## config.mk

```make
export PLATFORM = sky130hd
export DESIGN_NAME = hypergraph_triangle_detect_top
export DESIGN_NICKNAME = d
export VERILOG_FILES = /design/src/sv/htd_pkg.sv /design/src/sv/htd_ram.sv /design/src/sv/htd_search.sv /design/src/sv/hypergraph_triangle_detect_top.sv
export SDC_FILE = /design/constraint.sdc
export NUM_CORES = 1
export LEC_CHECK = 0
export BUFFER_PORTS_ARGS = -buffer_cell sky130_fd_sc_hd__buf_2
export CAP_MARGIN = 20
export CORE_AREA = 2 2 349 351
export DETAILED_ROUTE_END_ITERATION = 6
export DIE_AREA = 0 0 351 353
export PLACE_DENSITY_LB_ADDON = 0.08
export REMOVE_ABC_BUFFERS = 1
export SLEW_MARGIN = 20
export SYNTH_ARGS = -nofsm -noshare
export SYNTH_HDL_FRONTEND = slang
export SYNTH_HIERARCHICAL = 1
export SYNTH_SLANG_ARGS = --single-unit
```

## constraint.sdc

```tcl
create_clock -name clock -period 7.1 [get_ports clock]
set_input_delay 1.42 -clock clock [delete_from_list [all_inputs] [get_ports clock]]
set_output_delay 1.42 -clock clock [all_outputs]
set_load 0.03 [all_outputs]
```

## src/sv/htd_pkg.sv

```systemverilog
// Shared types, constants and helper functions for the hypergraph triangle detector.
`timescale 1ns / 1ps

package htd_pkg;

   // Storage sizing.
   localparam int EDGE_CAPACITY = 64;
   localparam int IDX_W         = $clog2(EDGE_CAPACITY);
   localparam int CNT_W         = $clog2(EDGE_CAPACITY + 1);

   // Field widths.
   localparam int KIND_W   = 2;
   localparam int EDGE_W   = 12;
   localparam int HEAD_W   = 4;
   localparam int HELD_W   = 7;

   // Item kinds.
   typedef logic [KIND_W-1:0] kind_type;
   localparam kind_type KIND_CLEAR  = 2'd0;
   localparam kind_type KIND_APPEND = 2'd1;
   localparam kind_type KIND_TEST   = 2'd2;

   // Input item.
   typedef struct packed {
      kind_type            kind;
      logic [EDGE_W-1:0]   edge_mask;
      logic [HEAD_W-1:0]   head;
      logic                directed;
      logic [HEAD_W-1:0]   vertex;
   } req_type;

   // Result item.
   typedef struct packed {
      logic                found;
      logic [HELD_W-1:0]   edges_held;
      logic                overflow;
   } rsp_type;

   // One stored edge, as held in the edge memory.
   typedef struct packed {
      logic [EDGE_W-1:0]   vset;
      logic [HEAD_W-1:0]   head;
      logic                directed;
   } edge_type;

   localparam int EDGE_BITS = $bits(edge_type);

   // Search sequencer states.
   typedef enum logic [1:0] {
      SRCH_IDLE,
      SRCH_EDGE_I,
      SRCH_EDGE_J,
      SRCH_EDGE_K
   } srch_state_type;

   // Status from the search sequencer to the top level.
   typedef struct packed {
      logic busy;
      logic done;
      logic found;
   } srch_status_type;

   // Number of set bits in a vertex set.
   function automatic logic [3:0] count_bits(input logic [EDGE_W-1:0] x);
      logic [3:0] n;
      n = '0;
      for (int b = 0; b < EDGE_W; b++) begin
         n = n + 4'(x[b]);
      end
      return n;
   endfunction

   // Vertex set holding just vertex v; empty when v is above the last vertex.
   function automatic logic [EDGE_W-1:0] vertex_bit(input logic [HEAD_W-1:0] v);
      logic [2**HEAD_W-1:0] w;
      w    = '0;
      w[v] = 1'b1;
      return w[EDGE_W-1:0];
   endfunction

endpackage

```

## src/sv/htd_ram.sv

```systemverilog
// Generic single-port-write, single-port-read RAM with a registered read.
`timescale 1ns / 1ps

module htd_ram #(
   parameter int DATA_W = 8,
   parameter int DEPTH  = 16
) (
   input  logic                      clock,
   input  logic                      wr_en,
   input  logic [$clog2(DEPTH)-1:0]  wr_addr,
   input  logic [DATA_W-1:0]         wr_data,
   input  logic [$clog2(DEPTH)-1:0]  rd_addr,
   output logic [DATA_W-1:0]         rd_data
);

   logic [DATA_W-1:0] mem_ff [DEPTH];
   logic [DATA_W-1:0] rd_data_ff;

   // Write port and registered read port.
   always_ff @(posedge clock) begin
      if (wr_en) begin
         mem_ff[wr_addr] <= wr_data;
      end
      rd_data_ff <= mem_ff[rd_addr];
   end

   assign rd_data = rd_data_ff;

endmodule

```

## src/sv/htd_search.sv

```systemverilog
// Search sequencer: walks edge pairs and third edges out of the edge memory.
`timescale 1ns / 1ps

module htd_search (
   input  logic                        clock,
   input  logic                        reset,
   input  logic                        go,
   input  logic [htd_pkg::HEAD_W-1:0]  vertex,
   input  logic [htd_pkg::CNT_W-1:0]   edge_total,
   input  htd_pkg::edge_type           rd_data,
   output logic [htd_pkg::IDX_W-1:0]   rd_addr,
   output htd_pkg::srch_status_type    status
);

   import htd_pkg::*;

   srch_state_type    state_ff, state_in;
   logic [CNT_W-1:0]  i_ff, i_in;
   logic [CNT_W-1:0]  j_ff, j_in;
   logic [CNT_W-1:0]  k_ff, k_in;
   edge_type          ei_ff, ei_in;
   edge_type          ej_ff, ej_in;
   logic [EDGE_W-1:0] vmask_ff, vmask_in;

   logic [CNT_W-1:0]  rd_idx;
   logic [CNT_W:0]    i_plus2, j_plus1, k_plus1;
   logic [EDGE_W-1:0] pair_diff, span, stem, xyz;
   logic              has_vertex, pair_ok, third_ok, head_hit;
   logic              adv_j, adv_i, finish, found;

   // State and payload registers.
   always_ff @(posedge clock) begin
      if (reset) begin
         state_ff <= SRCH_IDLE;
      end else begin
         state_ff <= state_in;
      end
      i_ff     <= i_in;
      j_ff     <= j_in;
      k_ff     <= k_in;
      ei_ff    <= ei_in;
      ej_ff    <= ej_in;
      vmask_ff <= vmask_in;
   end

   // Tests on the edge that the memory returns this cycle.
   always_comb begin
      has_vertex = |(rd_data.vset & vmask_ff);
      pair_diff  = ei_ff.vset ^ rd_data.vset;
      pair_ok    = has_vertex && (count_bits(pair_diff) == 4'd2);
      span       = (ei_ff.vset ^ ej_ff.vset) | ei_ff.vset;
      stem       = (ei_ff.vset ^ ej_ff.vset) ^ rd_data.vset;
      xyz        = (ei_ff.vset | ej_ff.vset | rd_data.vset) & ~stem;
      head_hit   = (ei_ff.directed && |(xyz & vertex_bit(ei_ff.head)))
                || (ej_ff.directed && |(xyz & vertex_bit(ej_ff.head)))
                || (rd_data.directed && |(xyz & vertex_bit(rd_data.head)));
      third_ok   = (k_ff != i_ff) && (k_ff != j_ff)
                && (count_bits(span ^ rd_data.vset) == 4'd1) && head_hit;
      i_plus2    = {1'b0, i_ff} + (CNT_W+1)'(2);
      j_plus1    = {1'b0, j_ff} + (CNT_W+1)'(1);
      k_plus1    = {1'b0, k_ff} + (CNT_W+1)'(1);
   end

   // Next state, loop indexes and memory read address.
   always_comb begin
      state_in = state_ff;
      i_in     = i_ff;
      j_in     = j_ff;
      k_in     = k_ff;
      ei_in    = ei_ff;
      ej_in    = ej_ff;
      vmask_in = vmask_ff;
      rd_idx   = i_ff;
      adv_j    = 1'b0;
      adv_i    = 1'b0;
      finish   = 1'b0;
      found    = 1'b0;

      case (state_ff)
         SRCH_IDLE: begin
            if (go) begin
               vmask_in = vertex_bit(vertex);
               i_in     = '0;
               rd_idx   = '0;
               if (edge_total >= CNT_W'(2)) begin
                  state_in = SRCH_EDGE_I;
               end else begin
                  finish = 1'b1;
               end
            end
         end
         SRCH_EDGE_I: begin
            if (has_vertex) begin
               ei_in    = rd_data;
               j_in     = i_ff + CNT_W'(1);
               rd_idx   = i_ff + CNT_W'(1);
               state_in = SRCH_EDGE_J;
            end else begin
               adv_i = 1'b1;
            end
         end
         SRCH_EDGE_J: begin
            if (pair_ok) begin
               ej_in    = rd_data;
               k_in     = '0;
               rd_idx   = '0;
               state_in = SRCH_EDGE_K;
            end else begin
               adv_j = 1'b1;
            end
         end
         SRCH_EDGE_K: begin
            if (third_ok) begin
               finish = 1'b1;
               found  = 1'b1;
            end else if (k_plus1 < {1'b0, edge_total}) begin
               k_in   = k_plus1[CNT_W-1:0];
               rd_idx = k_plus1[CNT_W-1:0];
            end else begin
               adv_j = 1'b1;
            end
         end
         default: begin
            state_in = SRCH_IDLE;
         end
      endcase

      // Advance j to the next candidate, or fall through to advancing i.
      if (adv_j) begin
         if (j_plus1 < {1'b0, edge_total}) begin
            j_in     = j_plus1[CNT_W-1:0];
            rd_idx   = j_plus1[CNT_W-1:0];
            state_in = SRCH_EDGE_J;
         end else begin
            adv_i = 1'b1;
         end
      end

      // Move to the next first edge, or end the search without a hit.
      if (adv_i) begin
         if (i_plus2 < {1'b0, edge_total}) begin
            i_in     = i_ff + CNT_W'(1);
            rd_idx   = i_ff + CNT_W'(1);
            state_in = SRCH_EDGE_I;
         end else begin
            finish = 1'b1;
         end
      end

      if (finish) begin
         state_in = SRCH_IDLE;
      end
   end

   assign rd_addr      = rd_idx[IDX_W-1:0];
   assign status.busy  = (state_ff != SRCH_IDLE);
   assign status.done  = finish;
   assign status.found = found;

endmodule

```

## src/sv/hypergraph_triangle_detect_top.sv

```systemverilog
// Top level of the hypergraph triangle detector: edge list, counters and result register.
`timescale 1ns / 1ps

// Usage:
// An item is transferred on req_data at a rising edge where start is high and
// busy is low. Kind clear empties the edge list and the overflow flag, kind
// append stores one edge (or sets the sticky overflow flag when the list is
// full), kind test searches for a generalized triangle through req_data.vertex.
// Every item gives one result on rsp_data, marked by rsp_valid for exactly one
// cycle; the receiver has no way to stall it and must take it in that cycle.
// Clear, append and unused kinds answer in the cycle after the transfer, and the
// block is ready again in that same cycle. A test holds busy while the search
// runs: it reads one stored edge per cycle from the edge memory, whose single
// read port sets the pace. The result appears in the cycle after the search
// ends. Reset empties the list and clears the overflow flag and all control
// state; the edge memory itself is not cleared.

module hypergraph_triangle_detect_top (
   input  logic             clock,
   input  logic             reset,
   input  logic             start,
   output logic             busy,
   input  htd_pkg::req_type req_data,
   output logic             rsp_valid,
   output htd_pkg::rsp_type rsp_data
);

   import htd_pkg::*;

   logic [CNT_W-1:0] total_ff, total_in;
   logic             ovf_ff, ovf_in;
   logic             rsp_valid_ff, rsp_valid_in;
   rsp_type          rsp_data_ff, rsp_data_in;

   logic             accept, go, wr_en;
   logic [IDX_W-1:0] rd_addr;
   logic [EDGE_BITS-1:0] rd_bits;
   edge_type         wr_edge;
   srch_status_type  srch_status;

   assign accept = start && !srch_status.busy;
   assign go     = accept && (req_data.kind == KIND_TEST);
   assign busy   = srch_status.busy;

   assign wr_edge.vset     = req_data.edge_mask;
   assign wr_edge.head     = req_data.head;
   assign wr_edge.directed = req_data.directed;

   // Edge memory.
   htd_ram #(
      .DATA_W (EDGE_BITS),
      .DEPTH  (EDGE_CAPACITY)
   ) u_edge_ram (
      .clock   (clock),
      .wr_en   (wr_en),
      .wr_addr (total_ff[IDX_W-1:0]),
      .wr_data (wr_edge),
      .rd_addr (rd_addr),
      .rd_data (rd_bits)
   );

   // Triangle search sequencer.
   htd_search u_search (
      .clock      (clock),
      .reset      (reset),
      .go         (go),
      .vertex     (req_data.vertex),
      .edge_total (total_ff),
      .rd_data    (edge_type'(rd_bits)),
      .rd_addr    (rd_addr),
      .status     (srch_status)
   );

   // Edge count, overflow flag and the result of each item.
   always_comb begin
      total_in     = total_ff;
      ovf_in       = ovf_ff;
      wr_en        = 1'b0;
      rsp_valid_in = srch_status.done;
      if (accept) begin
         case (req_data.kind)
            KIND_CLEAR: begin
               total_in = '0;
               ovf_in   = 1'b0;
            end
            KIND_APPEND: begin
               if (total_ff < CNT_W'(EDGE_CAPACITY)) begin
                  wr_en    = 1'b1;
                  total_in = total_ff + CNT_W'(1);
               end else begin
                  ovf_in = 1'b1;
               end
            end
            default: begin
            end
         endcase
         if (req_data.kind != KIND_TEST) begin
            rsp_valid_in = 1'b1;
         end
      end
      rsp_data_in.found      = srch_status.done && srch_status.found;
      rsp_data_in.edges_held = HELD_W'(total_in);
      rsp_data_in.overflow   = ovf_in;
   end

   always_ff @(posedge clock) begin
      if (reset) begin
         total_ff     <= '0;
         ovf_ff       <= 1'b0;
         rsp_valid_ff <= 1'b0;
      end else begin
         total_ff     <= total_in;
         ovf_ff       <= ovf_in;
         rsp_valid_ff <= rsp_valid_in;
      end
      rsp_data_ff <= rsp_data_in;
   end

   assign rsp_valid = rsp_valid_ff;
   assign rsp_data  = rsp_data_ff;

endmodule

```

**After elaboration in Yosys (flattened, before gate mapping)**

Memories as Yosys holds them, arrays and structs flattened. A register that Yosys moved wholly into a read port is not among the register bits.
Cells that the tools add are included.

- Register bits after elaboration: 87
- RAM bits: 1088
- Input port bits: 26
- Output and inout bits: 11
- Logic and storage cells: 180
- Memories kept: 1

Memories:

| name | words | bits a word | rd ports | clocked after Yosys merged registers in | write ports | line | RTL |
|---|---|---|---|---|---|---|---|
| u_edge_ram.mem_ff | 64 | 17 | 1 | 1 | 1 | htd_ram.sv:16 | `logic [DATA_W-1:0] mem_ff [DEPTH];` |

- $add $sub $neg: 27
- Order comparisons: 13
- Equal/unequal tests: 13
- Multiplexer cells: 66
- Bitwise gates (word level): 13
- Reductions and logical operators: 30

Operators with widths:

| operator | number |
|---|---|
| 2-to-1 mux 7 bit | 13 |
| adder 4 x 1 -> 4 bit | 20 |
| bitwise AND 12 bit | 5 |
| 2-to-1 mux 6 bit | 8 |
| OR reduction 12 bit | 4 |
| bitwise XOR 12 bit | 4 |
| OR 12 bit | 3 |
| one-hot mux 7 bit (2 select lines) | 2 |
| 2-to-1 mux 1 bit | 26 |
| < comparator 8 x 7 -> 1 bit | 3 |
| one-hot mux 6 bit (4 select lines) | 1 |
| < comparator 4 x 5 -> 1 bit, second input constant | 4 |
| adder 7 x 1 -> 8 bit, second input constant | 2 |
| demux 1 bit (select 4 bit) | 4 |
| greater-or-equal comparator 4 x 1 -> 1 bit, second input constant | 4 |
| 2-to-1 mux 2 bit | 8 |
| adder 7 x 1 -> 7 bit, second input constant | 2 |
| logical AND 1 bit | 14 |
| inequality test 7 bit | 2 |
| NOT 12 bit | 1 |
| adder 7 x 2 -> 8 bit, second input constant | 1 |
| greater-or-equal comparator 7 x 2 -> 1 bit, second input constant | 1 |
| < comparator 7 bit, second input constant | 1 |
| equality test 2 bit, second input constant | 3 |
| other kinds (15) | 26 |

**Depth between registers and ports, before layout**

- Word-level depth: 23
- Depth in mapped cells: 30
- Depth with buffers taken out: 25

**By module**

Netlist, hierarchy kept.

By module, submodules not included:

| module | times used | cells an instance | area each (sq um) | seq. area each (sq um) |
|---|---|---|---|---|
| htd_ram | 1 | 1953 | 42344.4 | 33011.7 |
| htd_search | 1 | 590 | 5741.8 | 1911.8 |
| hypergraph_triangle_detect_top | 1 | 76 | 734.5 | 360.3 |

**Worst setup path after synthesis**

Ideal clock, no wire load.

- Path type: register to register
- From: register u_search/ei_ff[14] (netlist name)
- To: register u_edge_ram.rd_data_ff[7], in the netlist u_edge_ram/rd_data[7] (read register of u_edge_ram.mem_ff)
- Setup time: 0.140 ns
- Arrival time: 6.427 ns
- Data required time: 6.960 ns
- Slack: 0.533 ns
- Stages on the path, launching flop included: 30
- Buffers on the path: 4
- Period minus slack after synthesis: 6.567 ns
- Path through: edfxtp_1 -> inv_1 -> ha_1 -> xor2_1 -> fa_1 -> fa_1 -> fa_1 -> inv_1 -> fa_1 -> ha_1 -> inv_1 -> fa_1 -> a211oi_1 -> mux2i_1 -> nor4bb_1 -> nand3_1 -> a21oi_1 -> o21ai_2 -> a31o_1 -> buf_6 -> a21o_1 -> o22ai_1 -> buf_6 -> buf_4 -> buf_4 -> mux4_2 -> mux2i_1 -> nor2_1 -> a211oi_1 -> a211oi_1

- Word-level cells in the longest chain between the ends: 16
- Elaborated cells between the ends (all ways): 42
- Classes of those cells: add/sub: 6; eq/ne: 2; mux: 11; bitwise: 12; reduce/logical: 11

RTL lines:

| element | line | RTL |
|---|---|---|
| start: declaration | htd_search.sv:21 | `edge_type ei_ff, ei_in;` |
| start signal: assignment | htd_search.sv:41 | `ei_ff <= ei_in;` |
| parallel branches: the longest is 15 deep, another holds adder 4 x 1 -> 4 bit | -- |  |
| 2-to-1 mux 6 bit (*) | htd_search.sv:140 | `if (adv_i) begin` |
| net rd_addr[0] | hypergraph_triangle_detect_top.sv:36 | `logic [IDX_W-1:0] rd_addr;` |
| end: declaration | htd_ram.sv:17 | `logic [DATA_W-1:0] rd_data_ff;` |

Mark *: on every way through the listed nets, which the timed path passes.
A chain may end at the register's enable or synchronous reset.

**Worst setup path in the final report**

- From: register u_search/ei_ff[14] (netlist name)
- To: register u_edge_ram.rd_data_ff[14], in the netlist u_edge_ram/rd_data[14] (read register of u_edge_ram.mem_ff)

The elaborated chain is that of the path after synthesis.

==> metrics.txt <==
GRT Resource Usage Total 0.2207; root buffer cell clkbuf_16; Hold Path Cell Cnt 2; post-synthesis instance total between 2000 and 3000; Net Sw Power 8661 uW; die area 0.1239 mm2; TritonCTS Buffers 131; Setup crit end kind flip-flop; via/cell ratio 5.595; chip height 353 um; Longest Clk Path Bufs 3; Post-Layout Cell Count 4803; post-layout min period 7.277 ns; power density cells 434.6 mW/mm2; core box area 0.1206 mm2; critical path arrival 7.88 ns; Detailed Route WL 136000 um; Worst Min Path Start ovf_ff; vias post-DR 26875; CP startpoint u_search/ei_ff[14]; Worst Setup Path Type flip-flop to flip-flop; peak supply drop 0.6241 mV; ys async rst share 0; Hold EP rsp_data[0]; gpl congestion 0.8369; switching part of the total 0.3303; synthesis-stage register bit count 1192; IO buf count 36; Clock Latency Late Sink ~0.74 ns; post-synthesis xor/xnor area fraction 0.01023; clock sink total 1192; Final Max Tran Viols 0; Main synth FF type edfxtp_1; fin nets around 3200; global route hottest layer met2; post-synthesis mux area share 0.1302; # hold bufs at CTS 0; Synth Warn # 6; Max-cap violations 0; GR met3 Demand/Resource 0.02765; crit-path max FO 5; CP top delay family adder cells; vias in the first global route 27308; P_leak ~0.020 uW; Post-DRT Antenna Nets 0; combinational power share 0.426; fin worst setup slack -0.1767 ns; first-pass GRT wire length 195900 um; initial antenna violation count 6; Syn Std Cell Area 0.04882 mm2; status finished, violations left; R2R Path End u_edge_ram/rd_data[14]; CTS clock-pin slew for the worst setup and hold paths roughly 0.06 ns; CP max-delay cell fa_2; worst hold slack around 0.47 ns; WL per Instance 28.32 um; RSZ-0062 raised after global routing yes; Fmax 137.4 MHz; Final Hold Viols 0; total grt overflow 0; R2R setup slack -0.18 ns; Worst Hold Class flip-flop to flip-flop; dpl cells 4508; Adder-Cell Fraction of Synth Area 0.02086; CTS tree yes; worst rel slew slack 0.2306; largest family of logic cells by synthesized area multiplexers; Clock Power Share 0.264; Worst R2R Path Depth 31; GRT met2 Usage 0.3642; Required @ worst endpoint 7.70 ns; crit-path max cell delay 0.54 ns; HPWL Detailed 84490 um; Crit path buffers/inverters 9; Unique masters post-synth 90; Layout area overhead 23.58%; simple-gate area share of the yosys netlist 0.04431; Syn Area/Cell around 19 um2; sequential fraction of design power 0.309; Chip Width ~350 um; period utilisation layout 1.025; internal power 17560 uW; Detailed Route Iter0 Violations approximately 2800; Seq/Total Area, Yosys 0.7227; Setup-failing EPs final 17; largest net degree at the start of global routing 65; clock skew 0.02519 ns; IO Pins 37; initial core utilization 0.4048; drt pass-1 iters 5; commonest cells after routing, fill and taps aside edfxtp_1, buf_4, mux4_2, clkbuf_16, mux2i_1; H-tree levels 4; Post-synth EDFFs 1141; DRC 0; reg2reg start u_search/ei_ff[14]; layout cells sized above 1 0.3614; commonest non-fill, non-tap cell in the layout edfxtp_1; Worst setup SP type flip-flop; failing checks setup timing; # rows 128; compound-gate portion of the synthesized area 0.04936; Least-Margin Pin Slew 1.152 ns; met1 Use GR 0.3088
==> worst min-delay path: stages (launching register included) <==
cell     delay [ns]
dfxtp_1        0.30
a21oi_1        0.04
nor2_1         0.08
==> per-stage QoR <==
stage          total power, uW  setup TNS [ns]  worst slack (ns)  utilization  cell area, um2
6_report                 26220          -1.828           -0.1767       0.5003           60330
5_1_grt                  27450          -6.918           -0.5123       0.5002           60320
4_1_cts                  25920          -2.650           -0.2468       0.4936           59520
3_5_place_dp             17490          -12.42            -1.078       0.4439           53530
3_3_place_gp             17420          -11.50            -1.078       0.4438           53520
2_1_floorplan            12980         -443.45            -27.10            -           47950
==> per-layer routing <==
layer  part of all wire  vias to the layer above
met2               0.49                      753
met4              0.026                        0
met5                  0                        -
met1               0.43                    14373
li1                   -                    11567
met3              0.047                      182
==> final cells by class <==
cell class	count	area, um2
fill	9867	60270
sequential	1192	35290
multi-input combinational	1228	13930
timing repair buffer	455	4431
clock buffer	160	3460
tap	1625	2033
clock inverter	81	963.4
inverter	58	217.7
antenna	4	10.01
==> worst max-delay path by stage <==
| stage | end | slack, ns | cells after the start |
|---|---|---|---|
| floorplan | u_edge_ram/rd_data[14] | -27.10 | 24 |
| global placement | u_edge_ram/rd_data[9] | -1.08 | 30 |
| detailed placement | u_edge_ram/rd_data[9] | -1.08 | 29 |
| CTS | u_edge_ram/rd_data[9] | -0.25 | 31 |
| global route | u_edge_ram/rd_data[9] | -0.51 | 32 |
| finish | u_edge_ram/rd_data[14] | -0.18 | 31 |
==> kinds of logic (layout without fill, tap and decap cells) <==
| group | Yosys count | in the layout |
|---|---|---|
| flops | 1192 | 1192 |
| simple gates | 424 | 424 |
| mux | 361 | 361 |
| compound gates | 313 | 313 |
| buf+inv | 199 | 754 |
| fa+ha+maj | 73 | 73 |
| xor+xnor | 57 | 57 |
| other cells | 0 | 4 |
==> flip-flops by register name, summed over array words and instances, names as in the netlist, 7 cells and up <==
register	count
u_edge_ram/rd_data	17
total_ff	7
u_search/vmask_ff	12
u_search/ei_ff	17
u_search/k_ff	7
rsp_data	9
u_edge_ram/mem_ff	1088
u_search/j_ff	7
u_search/i_ff	7
u_search/ej_ff	17
==> Yosys cell counts, types with 30 or more instances <==
cell | count | share of area
nor2b_1 | 31 | 0.0040
edfxtp_1 | 1141 | 0.70
buf_2 | 40 | 0.0041
a211oi_1 | 30 | 0.0046
ha_1 | 59 | 0.015
xnor2_1 | 30 | 0.0054
mux4_2 | 218 | 0.10
dfxtp_1 | 51 | 0.021
a21oi_1 | 42 | 0.0043
a221oi_1 | 46 | 0.0083
nand2_1 | 69 | 0.0053
mux2i_1 | 129 | 0.026
inv_1 | 58 | 0.0045
a22oi_1 | 63 | 0.0097
nor2_1 | 135 | 0.010
clkbuf_1 | 57 | 0.0044
nand3_1 | 49 | 0.0050
==> timing repair <==
action,CTS,global route
buffers inserted,11,35
resized for setup,241,104
endpoints found under the setup margin,17,17
cloned,10,2
pin swaps,56,53
==> power by group through the flow <==
stage | Sequential [uW] | Combinational [uW] | Clock, uW
final | 8110 | 11200 | 6930
after CTS | 8110 | 10700 | 7090
after global placement | 8250 | 9170 | 0
after detailed placement | 8250 | 9230 | 0
after global routing | 8130 | 12000 | 7370
after floorplan | 8170 | 4810 | 0
No activity file was read; power rests on OpenSTA's default activity.
